`src/ffs_pkg.sv`:
```
// Shared constants, register codes and types of the flow frame statistics block.
package ffs_pkg;

  localparam int MAX_WIDTH  = 256;
  localparam int MAX_HEIGHT = 256;

  localparam int MAX_DIM    = (MAX_WIDTH > MAX_HEIGHT) ? MAX_WIDTH : MAX_HEIGHT;
  localparam int DIM_W      = $clog2(MAX_DIM + 1);
  localparam int PIX_W      = $clog2(MAX_WIDTH * MAX_HEIGHT + 1);

  localparam int CFG_DIM_W  = 9;
  localparam int CHAN_W     = 8;
  localparam int SCALE_W    = 32;
  localparam int FRAC_W     = 16;
  localparam int RES_W      = 32;

  // |value - zero_point| < 2^8, so a signed sum needs PIX_W + 9 bits
  localparam int SUM_W      = PIX_W + CHAN_W + 1;
  localparam int PROD_W     = SUM_W + SCALE_W - FRAC_W;
  localparam int STEP_W     = $clog2(PROD_W);

  localparam int CFG_ADDR_W = 2;
  localparam int CFG_DATA_W = 32;

  localparam logic [CFG_DIM_W-1:0] WIDTH_RST  = CFG_DIM_W'(256);
  localparam logic [CFG_DIM_W-1:0] HEIGHT_RST = CFG_DIM_W'(256);
  localparam logic [SCALE_W-1:0]   SCALE_RST  = SCALE_W'(65536000);

  localparam logic signed [CHAN_W-1:0] CHAN_MAX = CHAN_W'(127);
  localparam logic signed [CHAN_W-1:0] CHAN_MIN = -CHAN_W'(128);

  typedef enum logic [CFG_ADDR_W-1:0] {
    REG_FRAME_WIDTH  = 2'd0,
    REG_FRAME_HEIGHT = 2'd1,
    REG_ZERO_POINT   = 2'd2,
    REG_SCALE        = 2'd3
  } cfg_reg_e;

  // Frame totals taken on the last pixel of a frame
  typedef struct packed {
    logic signed [SUM_W-1:0]  sum_first;
    logic signed [SUM_W-1:0]  sum_second;
    logic signed [CHAN_W-1:0] min_first;
    logic signed [CHAN_W-1:0] max_first;
    logic signed [CHAN_W-1:0] min_second;
    logic signed [CHAN_W-1:0] max_second;
    logic signed [CHAN_W-1:0] center_first;
    logic signed [CHAN_W-1:0] center_second;
    logic [PIX_W-1:0]         pixels;
  } ffs_snap_t;

endpackage

```
`src/ffs_accum.sv`:
```
// Per-pixel accumulation: sums, extremes, centre capture and frame end detect.
module ffs_accum (
  input  logic                                 clk_i,
  input  logic                                 rst_ni,
  input  logic                                 fire_i,
  input  logic signed [ffs_pkg::CHAN_W-1:0]    first_i,
  input  logic signed [ffs_pkg::CHAN_W-1:0]    second_i,
  input  logic [ffs_pkg::CFG_DIM_W-1:0]        width_i,
  input  logic [ffs_pkg::CFG_DIM_W-1:0]        height_i,
  input  logic signed [ffs_pkg::CHAN_W-1:0]    zero_point_i,
  output logic                                 frame_end_o,
  output ffs_pkg::ffs_snap_t                   snap_o
);

  logic [ffs_pkg::DIM_W-1:0]              w_eff, h_eff;
  logic [ffs_pkg::PIX_W-1:0]              pixels, centre;
  logic [ffs_pkg::PIX_W-1:0]              count_q, count_d;
  logic [ffs_pkg::PIX_W:0]                count_inc;
  logic signed [ffs_pkg::SUM_W-1:0]       sum_first_q, sum_second_q;
  logic signed [ffs_pkg::SUM_W-1:0]       term_first, term_second;
  logic signed [ffs_pkg::CHAN_W-1:0]      min_first_q, max_first_q;
  logic signed [ffs_pkg::CHAN_W-1:0]      min_second_q, max_second_q;
  logic signed [ffs_pkg::CHAN_W-1:0]      ctr_first_q, ctr_second_q;
  logic                                   hit;

  // Clamp the frame size: zero counts as one, oversize as the maximum
  always_comb begin
    if (width_i == '0) begin
      w_eff = ffs_pkg::DIM_W'(1);
    end else if (int'(width_i) > ffs_pkg::MAX_WIDTH) begin
      w_eff = ffs_pkg::DIM_W'(ffs_pkg::MAX_WIDTH);
    end else begin
      w_eff = ffs_pkg::DIM_W'(width_i);
    end
    if (height_i == '0) begin
      h_eff = ffs_pkg::DIM_W'(1);
    end else if (int'(height_i) > ffs_pkg::MAX_HEIGHT) begin
      h_eff = ffs_pkg::DIM_W'(ffs_pkg::MAX_HEIGHT);
    end else begin
      h_eff = ffs_pkg::DIM_W'(height_i);
    end
  end

  assign pixels    = ffs_pkg::PIX_W'(w_eff) * ffs_pkg::PIX_W'(h_eff);
  assign centre    = ffs_pkg::PIX_W'(h_eff >> 1) * ffs_pkg::PIX_W'(w_eff)
                   + ffs_pkg::PIX_W'(w_eff >> 1);
  assign hit       = (count_q == centre);
  assign count_inc = {1'b0, count_q} + (ffs_pkg::PIX_W + 1)'(1);
  assign count_d   = count_inc[ffs_pkg::PIX_W-1:0];

  assign term_first  = ffs_pkg::SUM_W'(first_i) - ffs_pkg::SUM_W'(zero_point_i);
  assign term_second = ffs_pkg::SUM_W'(second_i) - ffs_pkg::SUM_W'(zero_point_i);

  assign frame_end_o = fire_i && (count_inc >= {1'b0, pixels});

  // Totals including the pixel now being taken
  always_comb begin
    snap_o.sum_first     = sum_first_q + term_first;
    snap_o.sum_second    = sum_second_q + term_second;
    snap_o.min_first     = (first_i < min_first_q) ? first_i : min_first_q;
    snap_o.max_first     = (first_i > max_first_q) ? first_i : max_first_q;
    snap_o.min_second    = (second_i < min_second_q) ? second_i : min_second_q;
    snap_o.max_second    = (second_i > max_second_q) ? second_i : max_second_q;
    snap_o.center_first  = hit ? first_i : ctr_first_q;
    snap_o.center_second = hit ? second_i : ctr_second_q;
    snap_o.pixels        = pixels;
  end

  always_ff @(posedge clk_i or negedge rst_ni) begin
    if (!rst_ni) begin
      count_q      <= '0;
      sum_first_q  <= '0;
      sum_second_q <= '0;
      min_first_q  <= ffs_pkg::CHAN_MAX;
      max_first_q  <= ffs_pkg::CHAN_MIN;
      min_second_q <= ffs_pkg::CHAN_MAX;
      max_second_q <= ffs_pkg::CHAN_MIN;
      ctr_first_q  <= '0;
      ctr_second_q <= '0;
    end else if (frame_end_o) begin
      count_q      <= '0;
      sum_first_q  <= '0;
      sum_second_q <= '0;
      min_first_q  <= ffs_pkg::CHAN_MAX;
      max_first_q  <= ffs_pkg::CHAN_MIN;
      min_second_q <= ffs_pkg::CHAN_MAX;
      max_second_q <= ffs_pkg::CHAN_MIN;
      ctr_first_q  <= '0;
      ctr_second_q <= '0;
    end else if (fire_i) begin
      count_q      <= count_d;
      sum_first_q  <= snap_o.sum_first;
      sum_second_q <= snap_o.sum_second;
      min_first_q  <= snap_o.min_first;
      max_first_q  <= snap_o.max_first;
      min_second_q <= snap_o.min_second;
      max_second_q <= snap_o.max_second;
      ctr_first_q  <= snap_o.center_first;
      ctr_second_q <= snap_o.center_second;
    end
  end

endmodule

```
`src/ffs_scale_div.sv`:
```
// Shared scale-and-divide unit: one multiply, then a bit-serial restoring divide.
module ffs_scale_div (
  input  logic                                clk_i,
  input  logic                                rst_ni,
  input  logic                                start_i,
  input  logic signed [ffs_pkg::SUM_W-1:0]    num_i,
  input  logic [ffs_pkg::PIX_W-1:0]           den_i,
  input  logic [ffs_pkg::SCALE_W-1:0]         scale_i,
  output logic                                done_o,
  output logic signed [ffs_pkg::RES_W-1:0]    result_o
);

  typedef enum logic [1:0] {
    D_IDLE,
    D_DIV,
    D_FIN
  } div_state_e;

  div_state_e                                   state_q;
  logic                                         neg_q;
  logic [ffs_pkg::PROD_W-1:0]                   quo_q;
  logic [ffs_pkg::PIX_W-1:0]                    rem_q, den_q;
  logic [ffs_pkg::STEP_W-1:0]                   step_q;
  logic [ffs_pkg::SUM_W-1:0]                    mag;
  logic [ffs_pkg::SUM_W+ffs_pkg::SCALE_W-1:0]   prod_full;
  logic [ffs_pkg::PIX_W:0]                      trial;
  logic                                         take;
  logic [ffs_pkg::PIX_W-1:0]                    rem_d;
  logic                                         over;

  assign mag       = num_i[ffs_pkg::SUM_W-1] ? ffs_pkg::SUM_W'(-num_i)
                                             : ffs_pkg::SUM_W'(num_i);
  assign prod_full = mag * scale_i;

  // One quotient bit per cycle
  assign trial = {rem_q, quo_q[ffs_pkg::PROD_W-1]};
  assign take  = (trial >= {1'b0, den_q});
  always_comb begin
    if (take) begin
      rem_d = ffs_pkg::PIX_W'(trial - {1'b0, den_q});
    end else begin
      rem_d = trial[ffs_pkg::PIX_W-1:0];
    end
  end

  // Saturate the signed quotient to the result width
  assign over = (quo_q[ffs_pkg::PROD_W-1:ffs_pkg::RES_W-1] != '0);
  always_comb begin
    if (neg_q) begin
      result_o = over ? {1'b1, {(ffs_pkg::RES_W-1){1'b0}}}
                      : -$signed(quo_q[ffs_pkg::RES_W-1:0]);
    end else begin
      result_o = over ? {1'b0, {(ffs_pkg::RES_W-1){1'b1}}}
                      : $signed(quo_q[ffs_pkg::RES_W-1:0]);
    end
  end

  assign done_o = (state_q == D_FIN);

  always_ff @(posedge clk_i or negedge rst_ni) begin
    if (!rst_ni) begin
      state_q <= D_IDLE;
      step_q  <= '0;
    end else begin
      unique case (state_q)
        D_IDLE: begin
          if (start_i) begin
            step_q  <= '0;
            state_q <= D_DIV;
          end
        end
        D_DIV: begin
          step_q <= step_q + ffs_pkg::STEP_W'(1);
          if (step_q == ffs_pkg::STEP_W'(ffs_pkg::PROD_W - 1)) begin
            state_q <= D_FIN;
          end
        end
        D_FIN: begin
          state_q <= D_IDLE;
        end
        default: begin
          state_q <= D_IDLE;
        end
      endcase
    end
  end

  // Datapath: load the scaled magnitude, then shift the quotient in
  always_ff @(posedge clk_i) begin
    if (state_q == D_IDLE && start_i) begin
      neg_q <= num_i[ffs_pkg::SUM_W-1];
      quo_q <= prod_full[ffs_pkg::SUM_W+ffs_pkg::SCALE_W-1:ffs_pkg::FRAC_W];
      rem_q <= '0;
      den_q <= den_i;
    end else if (state_q == D_DIV) begin
      quo_q <= {quo_q[ffs_pkg::PROD_W-2:0], take};
      rem_q <= rem_d;
    end
  end

endmodule

```
`src/flow_frame_statistics_unit.sv`:
```
// Top level of the flow frame statistics block: config registers, sequencer, result word.
//
// Takes one flow pixel word (channel 0 and channel 1, signed 8 bit) per cycle
// while in_ready_o is high, in raster order, and keeps per-frame sums of
// (value - zero_point), minima, maxima and the centre pixel at
// (height/2)*width + width/2. The pixel that brings the count to width*height
// closes the frame; the block then drops in_ready_o and runs four scaled
// divisions on one shared multiply/restoring-divide unit (centre first, centre
// second, mean first, mean second) before the result word is loaded. The
// result word waits in an output register; in_ready_o stays low from the last
// pixel of a frame until its result word is loaded, so every frame end stalls
// the input; the stall lasts longer while the previous result word is untaken.
// The centre and mean outputs are value * scale / 65536 (mean: divided by the
// pixel count), truncated toward zero and saturated to 32 bits. Width and height
// of 0 count as 1, larger than the maximum count as the maximum. Write the
// registers only while no frame is in flight.
module flow_frame_statistics_unit (
  input  logic                                 clk_i,
  input  logic                                 rst_ni,

  input  logic                                 cfg_we_i,
  input  logic [ffs_pkg::CFG_ADDR_W-1:0]       cfg_addr_i,
  input  logic [ffs_pkg::CFG_DATA_W-1:0]       cfg_wdata_i,

  input  logic                                 in_valid_i,
  output logic                                 in_ready_o,
  input  logic signed [ffs_pkg::CHAN_W-1:0]    first_channel_i,
  input  logic signed [ffs_pkg::CHAN_W-1:0]    second_channel_i,

  output logic                                 out_valid_o,
  input  logic                                 out_ready_i,
  output logic signed [ffs_pkg::RES_W-1:0]     center_first_milli_o,
  output logic signed [ffs_pkg::RES_W-1:0]     center_second_milli_o,
  output logic signed [ffs_pkg::RES_W-1:0]     mean_first_milli_o,
  output logic signed [ffs_pkg::RES_W-1:0]     mean_second_milli_o,
  output logic signed [ffs_pkg::CHAN_W-1:0]    first_min_o,
  output logic signed [ffs_pkg::CHAN_W-1:0]    first_max_o,
  output logic signed [ffs_pkg::CHAN_W-1:0]    second_min_o,
  output logic signed [ffs_pkg::CHAN_W-1:0]    second_max_o
);

  typedef enum logic [1:0] {
    S_IDLE,
    S_CALC,
    S_HOLD
  } seq_state_e;

  typedef enum logic [1:0] {
    OP_CTR_FIRST  = 2'd0,
    OP_CTR_SECOND = 2'd1,
    OP_MEAN_FIRST = 2'd2,
    OP_MEAN_SECOND = 2'd3
  } op_e;

  // Configuration registers
  logic [ffs_pkg::CFG_DIM_W-1:0]       width_q, height_q;
  logic signed [ffs_pkg::CHAN_W-1:0]   zero_point_q;
  logic [ffs_pkg::SCALE_W-1:0]         scale_q;

  // Sequencer
  seq_state_e                          state_q;
  op_e                                 op_q;
  logic                                start_q;
  logic                                out_valid_q;
  logic                                out_free;

  // Frame snapshot and staged results
  ffs_pkg::ffs_snap_t                  snap, snap_q;
  logic                                frame_end, in_fire;
  logic signed [ffs_pkg::RES_W-1:0]    res_q [4];

  // Shared unit operands
  logic signed [ffs_pkg::SUM_W-1:0]    num;
  logic [ffs_pkg::PIX_W-1:0]           den;
  logic signed [ffs_pkg::CHAN_W:0]     ctr_diff;
  logic                                div_done;
  logic signed [ffs_pkg::RES_W-1:0]    div_result;

  assign in_ready_o  = (state_q == S_IDLE);
  assign in_fire     = in_valid_i && in_ready_o;
  assign out_valid_o = out_valid_q;
  assign out_free    = !out_valid_q || out_ready_i;

  always_ff @(posedge clk_i or negedge rst_ni) begin
    if (!rst_ni) begin
      width_q      <= ffs_pkg::WIDTH_RST;
      height_q     <= ffs_pkg::HEIGHT_RST;
      zero_point_q <= '0;
      scale_q      <= ffs_pkg::SCALE_RST;
    end else if (cfg_we_i) begin
      unique case (ffs_pkg::cfg_reg_e'(cfg_addr_i))
        ffs_pkg::REG_FRAME_WIDTH:  width_q      <= cfg_wdata_i[ffs_pkg::CFG_DIM_W-1:0];
        ffs_pkg::REG_FRAME_HEIGHT: height_q     <= cfg_wdata_i[ffs_pkg::CFG_DIM_W-1:0];
        ffs_pkg::REG_ZERO_POINT:   zero_point_q <= $signed(cfg_wdata_i[ffs_pkg::CHAN_W-1:0]);
        ffs_pkg::REG_SCALE:        scale_q      <= cfg_wdata_i[ffs_pkg::SCALE_W-1:0];
        default: ;
      endcase
    end
  end

  ffs_accum u_accum (
    .clk_i        (clk_i),
    .rst_ni       (rst_ni),
    .fire_i       (in_fire),
    .first_i      (first_channel_i),
    .second_i     (second_channel_i),
    .width_i      (width_q),
    .height_i     (height_q),
    .zero_point_i (zero_point_q),
    .frame_end_o  (frame_end),
    .snap_o       (snap)
  );

  // Pick the operands of the current operation; centre terms divide by one
  always_comb begin
    ctr_diff = '0;
    num      = '0;
    den      = ffs_pkg::PIX_W'(1);
    unique case (op_q)
      OP_CTR_FIRST: begin
        ctr_diff = (ffs_pkg::CHAN_W + 1)'(snap_q.center_first)
                 - (ffs_pkg::CHAN_W + 1)'(zero_point_q);
        num      = ffs_pkg::SUM_W'(ctr_diff);
      end
      OP_CTR_SECOND: begin
        ctr_diff = (ffs_pkg::CHAN_W + 1)'(snap_q.center_second)
                 - (ffs_pkg::CHAN_W + 1)'(zero_point_q);
        num      = ffs_pkg::SUM_W'(ctr_diff);
      end
      OP_MEAN_FIRST: begin
        num = snap_q.sum_first;
        den = snap_q.pixels;
      end
      OP_MEAN_SECOND: begin
        num = snap_q.sum_second;
        den = snap_q.pixels;
      end
      default: ;
    endcase
  end

  ffs_scale_div u_scale_div (
    .clk_i    (clk_i),
    .rst_ni   (rst_ni),
    .start_i  (start_q),
    .num_i    (num),
    .den_i    (den),
    .scale_i  (scale_q),
    .done_o   (div_done),
    .result_o (div_result)
  );

  // Sequencer: snapshot on frame end, run four operations, hand over the word
  always_ff @(posedge clk_i or negedge rst_ni) begin
    if (!rst_ni) begin
      state_q     <= S_IDLE;
      op_q        <= OP_CTR_FIRST;
      start_q     <= 1'b0;
      out_valid_q <= 1'b0;
    end else begin
      // Drop valid once the word is taken; the hold state reloads it itself
      if (out_valid_q && out_ready_i && state_q != S_HOLD) begin
        out_valid_q <= 1'b0;
      end
      unique case (state_q)
        S_IDLE: begin
          start_q <= frame_end;
          if (frame_end) begin
            op_q    <= OP_CTR_FIRST;
            state_q <= S_CALC;
          end
        end
        S_CALC: begin
          start_q <= div_done && (op_q != OP_MEAN_SECOND);
          if (div_done) begin
            if (op_q == OP_MEAN_SECOND) begin
              state_q <= S_HOLD;
            end else begin
              op_q <= op_e'(op_q + 2'd1);
            end
          end
        end
        S_HOLD: begin
          start_q <= 1'b0;
          if (out_free) begin
            out_valid_q <= 1'b1;
            state_q     <= S_IDLE;
          end
        end
        default: begin
          start_q <= 1'b0;
          state_q <= S_IDLE;
        end
      endcase
    end
  end

  // Payload: snapshot, staged results and the output word
  always_ff @(posedge clk_i) begin
    if (frame_end) begin
      snap_q <= snap;
    end
    if (state_q == S_CALC && div_done) begin
      res_q[op_q] <= div_result;
    end
    if (state_q == S_HOLD && out_free) begin
      center_first_milli_o  <= res_q[OP_CTR_FIRST];
      center_second_milli_o <= res_q[OP_CTR_SECOND];
      mean_first_milli_o    <= res_q[OP_MEAN_FIRST];
      mean_second_milli_o   <= res_q[OP_MEAN_SECOND];
      first_min_o           <= snap_q.min_first;
      first_max_o           <= snap_q.max_first;
      second_min_o          <= snap_q.min_second;
      second_max_o          <= snap_q.max_second;
    end
  end

endmodule

```
`config.mk`:
```
export PLATFORM = sky130hd
export DESIGN_NAME = flow_frame_statistics_unit
export DESIGN_NICKNAME = d
export VERILOG_FILES = /design/src/ffs_pkg.sv /design/src/ffs_accum.sv /design/src/ffs_scale_div.sv /design/src/flow_frame_statistics_unit.sv
export SDC_FILE = /design/constraint.sdc
export NUM_CORES = 2
export LEC_CHECK = 0
export ABC_AREA = 0
export BUFFER_PORTS_ARGS = -buffer_cell sky130_fd_sc_hd__buf_2
export CAP_MARGIN = 10
export CORE_MARGIN = 2
export CORE_UTILIZATION = 40
export DETAILED_ROUTE_END_ITERATION = 10
export PLACE_DENSITY_LB_ADDON = 0.1
export SETUP_SLACK_MARGIN = 0.1
export SYNTH_ARGS = -nofsm -noshare
export SYNTH_HDL_FRONTEND = slang
export SYNTH_SLANG_ARGS = --single-unit
```
`constraint.sdc`:
```
create_clock -name clk_i -period 14 [get_ports clk_i]
set_input_delay 2.8 -clock clk_i [delete_from_list [all_inputs] [get_ports clk_i]]
set_output_delay 2.8 -clock clk_i [all_outputs]
set_load 0.03 [all_outputs]
```
==> results.md <==
| Group | Item | This run |
| --- | --- | --- |
| synthesis | Share of cell area taken by muxes after synthesis | 2.29% |
| worst setup path | Cell with the largest stage delay on the worst path | nand3_1 |
| clocking | Number of buffers added to fix hold violations after cts | 0 |
| routing | Iter 0 DRT Violations | 2,250 |
| routing | Post-route ant nets | 0 |
| synthesis | FF+latch count, synth | 671 |
| routing | Via count normalized by instance count | 5.13 |
| timing | Count of final setup violators | 0 |
| synthesis | Count of distinct cell types in the synthesized netlist | 88 |
| global route | Antenna violations before repair | 8 |
| synthesis | Number of standard cells after synthesis | 5,908 |
| clocking | Max H-tree Level | 3 |
| synthesis | Area of the mapped netlist | 0.0609 mm^2 |
| floorplan | X dimension of the die | 394 um |
| worst setup path | Crit-path max FO | 32 |
| clocking | Number of buffers created by CTS | 79 |
| synthesis | Number of nets produced by synthesis | 7,163 |
| routing | Mean routed wirelength per cell | 21.7 um |
| clocking | CTS resizes | 0 |
| worst setup path | Critical setup path kind | flop to flop |
| clocking | CTS tree | yes |
| job | Number of max-cap violations | 0 |
| floorplan | Row Count | 143 |
| synthesis | Most frequently used flop master after synthesis | edfxtp_1 |
| global route | Total grt overflow | 0 |
| clocking | Total setup buffers inserted after CTS | 0 |
| global route | Global-route wire length before repair | 273,000 um |
| run status | Status | finished clean |
| global route | Largest net degree at the start of global routing | 87 |
| synthesis | Xor and xnor area share after synthesis | 2.87% |
| worst setup path | Flop2flop setup slack | 1.96 ns |
| clocking | Clock transition time at the flip-flop clock pins of the worst setup and hold paths | 0.06 ns |
| placed design | HPWL reported at the end of detailed placement | 132,000 um |
| routing | Drt drc | 0 |
| timing | Fin Setup TNS | 0 ns |
| floorplan | Initial Util | 40.2% |
| timing | Share of the clock period used by the worst path after layout | 86.0% |
| global route | Global-route usage over all layers | 23.1% |
| routing | Total Wirelength | 177,000 um |
| global route | Vias in the first global route | 44,335 |
| synthesis | Largest family of logic cells by synthesized area | adder cells |
| cells and area | Number of fillers in the final layout | 14,604 |
| routing | Total iterations of the first detailed-routing run | 5 |
| worst setup path | Critical path's most frequent cell | inv_1 |
| synthesis | Share of flip-flops with an asynchronous set or reset | 28.2% |
| timing | Maximum clock frequency | 83.1 MHz |
| timing | Final clock skew | 0.0536 ns |
| clocking | TritonCTS sink count | 671 |
| timing | Setup repair after global routing missed its margin | false |
| worst setup path | Largest stage delay, worst path | 0.65 ns |
| floorplan | Placeable Area | 0.152 mm^2 |
| cells and area | Final-stage net count | 7,298 |
| min path | Kind of path behind the tightest hold check | flop to flop |
| timing | Max-slew violation count | 0 |
| clocking | Cell at the root of the clock tree | clkbuf_16 |
| synthesis | Adder-cell area share of the yosys netlist | 34.5% |
| cells and area | Area added between synthesis and finish | 10.1% |
| floorplan | Die area | 0.155 mm^2 |
| synthesis | Mean instance size in the synthesized netlist | 10.3 um^2 |
| synthesis | Register area share after synthesis | 31.3% |
| floorplan | IO Pins | 217 |
| cells and area | Final instance count without filler cells | 8,137 |
| timing | Final number of hold-violating endpoints | 0 |
| clocking | Clock network latency to the later pin of the worst-skew pair | 0.72 ns |
| placed design | Count of port buffers added during placement | 216 |
| worst setup path | Endpoint class of the critical path | flop |
| cells and area | Share of final-layout standard cells stronger than drive strength 1 | 10.2% |
| synthesis | Synth Area in Compound Gates | 8.15% |
| worst setup path | Required time of the critical path | 14.41 ns |
| placed design | Last weighted congestion value of the routability-driven placer | 0.909 |
| worst setup path | Data arrival time of the worst path | 12.45 ns |
| synthesis | Synthesis Warnings | 0 |
| clocking | Clk buf depth | 3 |
| timing | Clock period minus worst slack | 12.04 ns |
| worst setup path | Startpoint type of the worst setup path | flop |
| timing | Transition time at the pin with the least slew margin | 1.35 ns |
| synthesis | Number of synthesized flops with an enable pin | 465 |
| synthesis | Simple-gate area share of the yosys netlist | 13.0% |
| floorplan | Chip Height | 394 um |
| routing | Total number of vias | 41,752 |
| timing | Remaining max-slew budget at the tightest pin | 9.97% |
| placed design | Cell count after placement | 7,992 |
-- metal layers --
metal / GRT usage, % / up-vias / part of all wire [%]
met1: 30.0 / 21441 / 43
met3: 2.87 / 247 / 4.0
met4: 7.30 / 10 / 3.2
met5: 0 / - / 0.041
met2: 40.2 / 874 / 50
li1: - / 19180 / -
-- synth_stat cells (105+ instances only) --
cell type	number	area share, %
mux2_2	105	1.9
dfrtp_1	165	6.8
clkbuf_1	213	1.3
xnor2_1	130	1.9
a21oi_1	175	1.4
ha_1	403	8.3
o21ai_0	228	1.9
nor2_1	180	1.1
nand2_1	781	4.8
edfxtp_1	465	23
nor2b_1	114	1.2
and2_1	337	3.5
fa_1	797	26
inv_1	1022	6.3
-- cells by family (layout without fill, tap and decap cells) --
kind of cell	after synthesis	in the layout
AOI/OAI and AO/OA	775	775
xor gates and xnor gates	199	199
adders and majority gates	1200	1200
buffers and inverters	1272	1468
DFF	671	671
muxes	126	126
other	0	3
and+or+nand+nor	1665	1665
-- final timing paths --
| check | end | cells after the start | start |
|---|---|---|---|
| worst max-delay path | u_scale_div.quo_q[41] | 41 | op_q[1] |
| worst min-delay path | center_second_milli_o[14] | 0 | res_q[1][14] |
| worst max register to register | u_scale_div.quo_q[41] | 41 | op_q[1] |
| worst min register to register | center_second_milli_o[14] | 0 | res_q[1][14] |
| max in group asynchronous | u_accum.sum_second_q[20] | 2 | rst_ni |
| min in group asynchronous | u_accum.count_q[15] | 1 | rst_ni |
-- state kept, by name (all words and copies together) (netlist names), 9 cells and up --
name,count
u_scale_div.rem_q,17
center_first_milli_o,32
width_q,9
scale_q,32
mean_first_milli_o,32
res_q,128
height_q,9
u_accum.sum_second_q,26
u_accum.count_q,17
snap_q,117
u_scale_div.den_q,17
u_accum.sum_first_q,26
u_scale_div.quo_q,42
center_second_milli_o,32
mean_second_milli_o,32
-- final cells by class --
| type | instances | area, um^2 | area share, % |
|---|---|---|---|
| Antenna cell | 3 | 7.51 | 0.0112 |
| Clock buffer | 102 | 2150 | 3.21 |
| Clock inverter | 40 | 460 | 0.686 |
| Inverter | 1026 | 3850 | 5.74 |
| Multi-Input combinational cell | 3965 | 37300 | 55.6 |
| Sequential cell | 671 | 19100 | 28.4 |
| Tap cell | 2030 | 2540 | 3.79 |
| Timing Repair Buffer | 300 | 1720 | 2.57 |
-- metrics by stage --
stage	setup slack, ns	instance area, um^2	utilization [%]	hold WS, ns
4_1_cts	2.03	67100	44.3	0.370
5_1_grt	1.32	67100	44.3	0.384
2_1_floorplan	3.34	60900	-	0.400
3_5_place_dp	2.07	64500	42.5	0.405
3_3_place_gp	2.08	64500	42.5	0.401
6_report	1.96	67100	44.3	0.377
-- placed cells by master (no fill, tap or decap), types with 35 or more instances in the layout --
cell type  Yosys  layout
a21o_1        86      86
a21oi_1      175     174
a22o_1        39      39
and2_1       337     332
buf_2         22     215
buf_4          0      84
clkbuf_16      0      80
dfrtp_1      165     165
edfxtp_1     465     465
fa_1         797     797
ha_1         403     402
inv_1       1022    1020
mux2_2       105     105
nand2_1      781     779
nand2b_1      35      35
nand3_1       65      64
nor2_1       180     180
nor2b_1      114     113
nor3_1        40      40
o21ai_0      228     227
xnor2_1      130     118
xor2_1        68      63
-- worst max-delay path, delay by kind of cell, from the launching register on --
| kind | cells | cell delay (ns) |
|---|---|---|
| compound gates | 12 | 2.95 |
| xor+xnor | 1 | 0.14 |
| fa+ha+maj | 10 | 4.66 |
| buf+inv | 11 | 1.68 |
| flops | 1 | 0.40 |
| mux | 1 | 0.17 |
| simple gates | 6 | 1.74 |
Power is left out: the tool's default activity adds up to more than one toggle a clock period on the data nets, which glitch-free logic cannot reach.
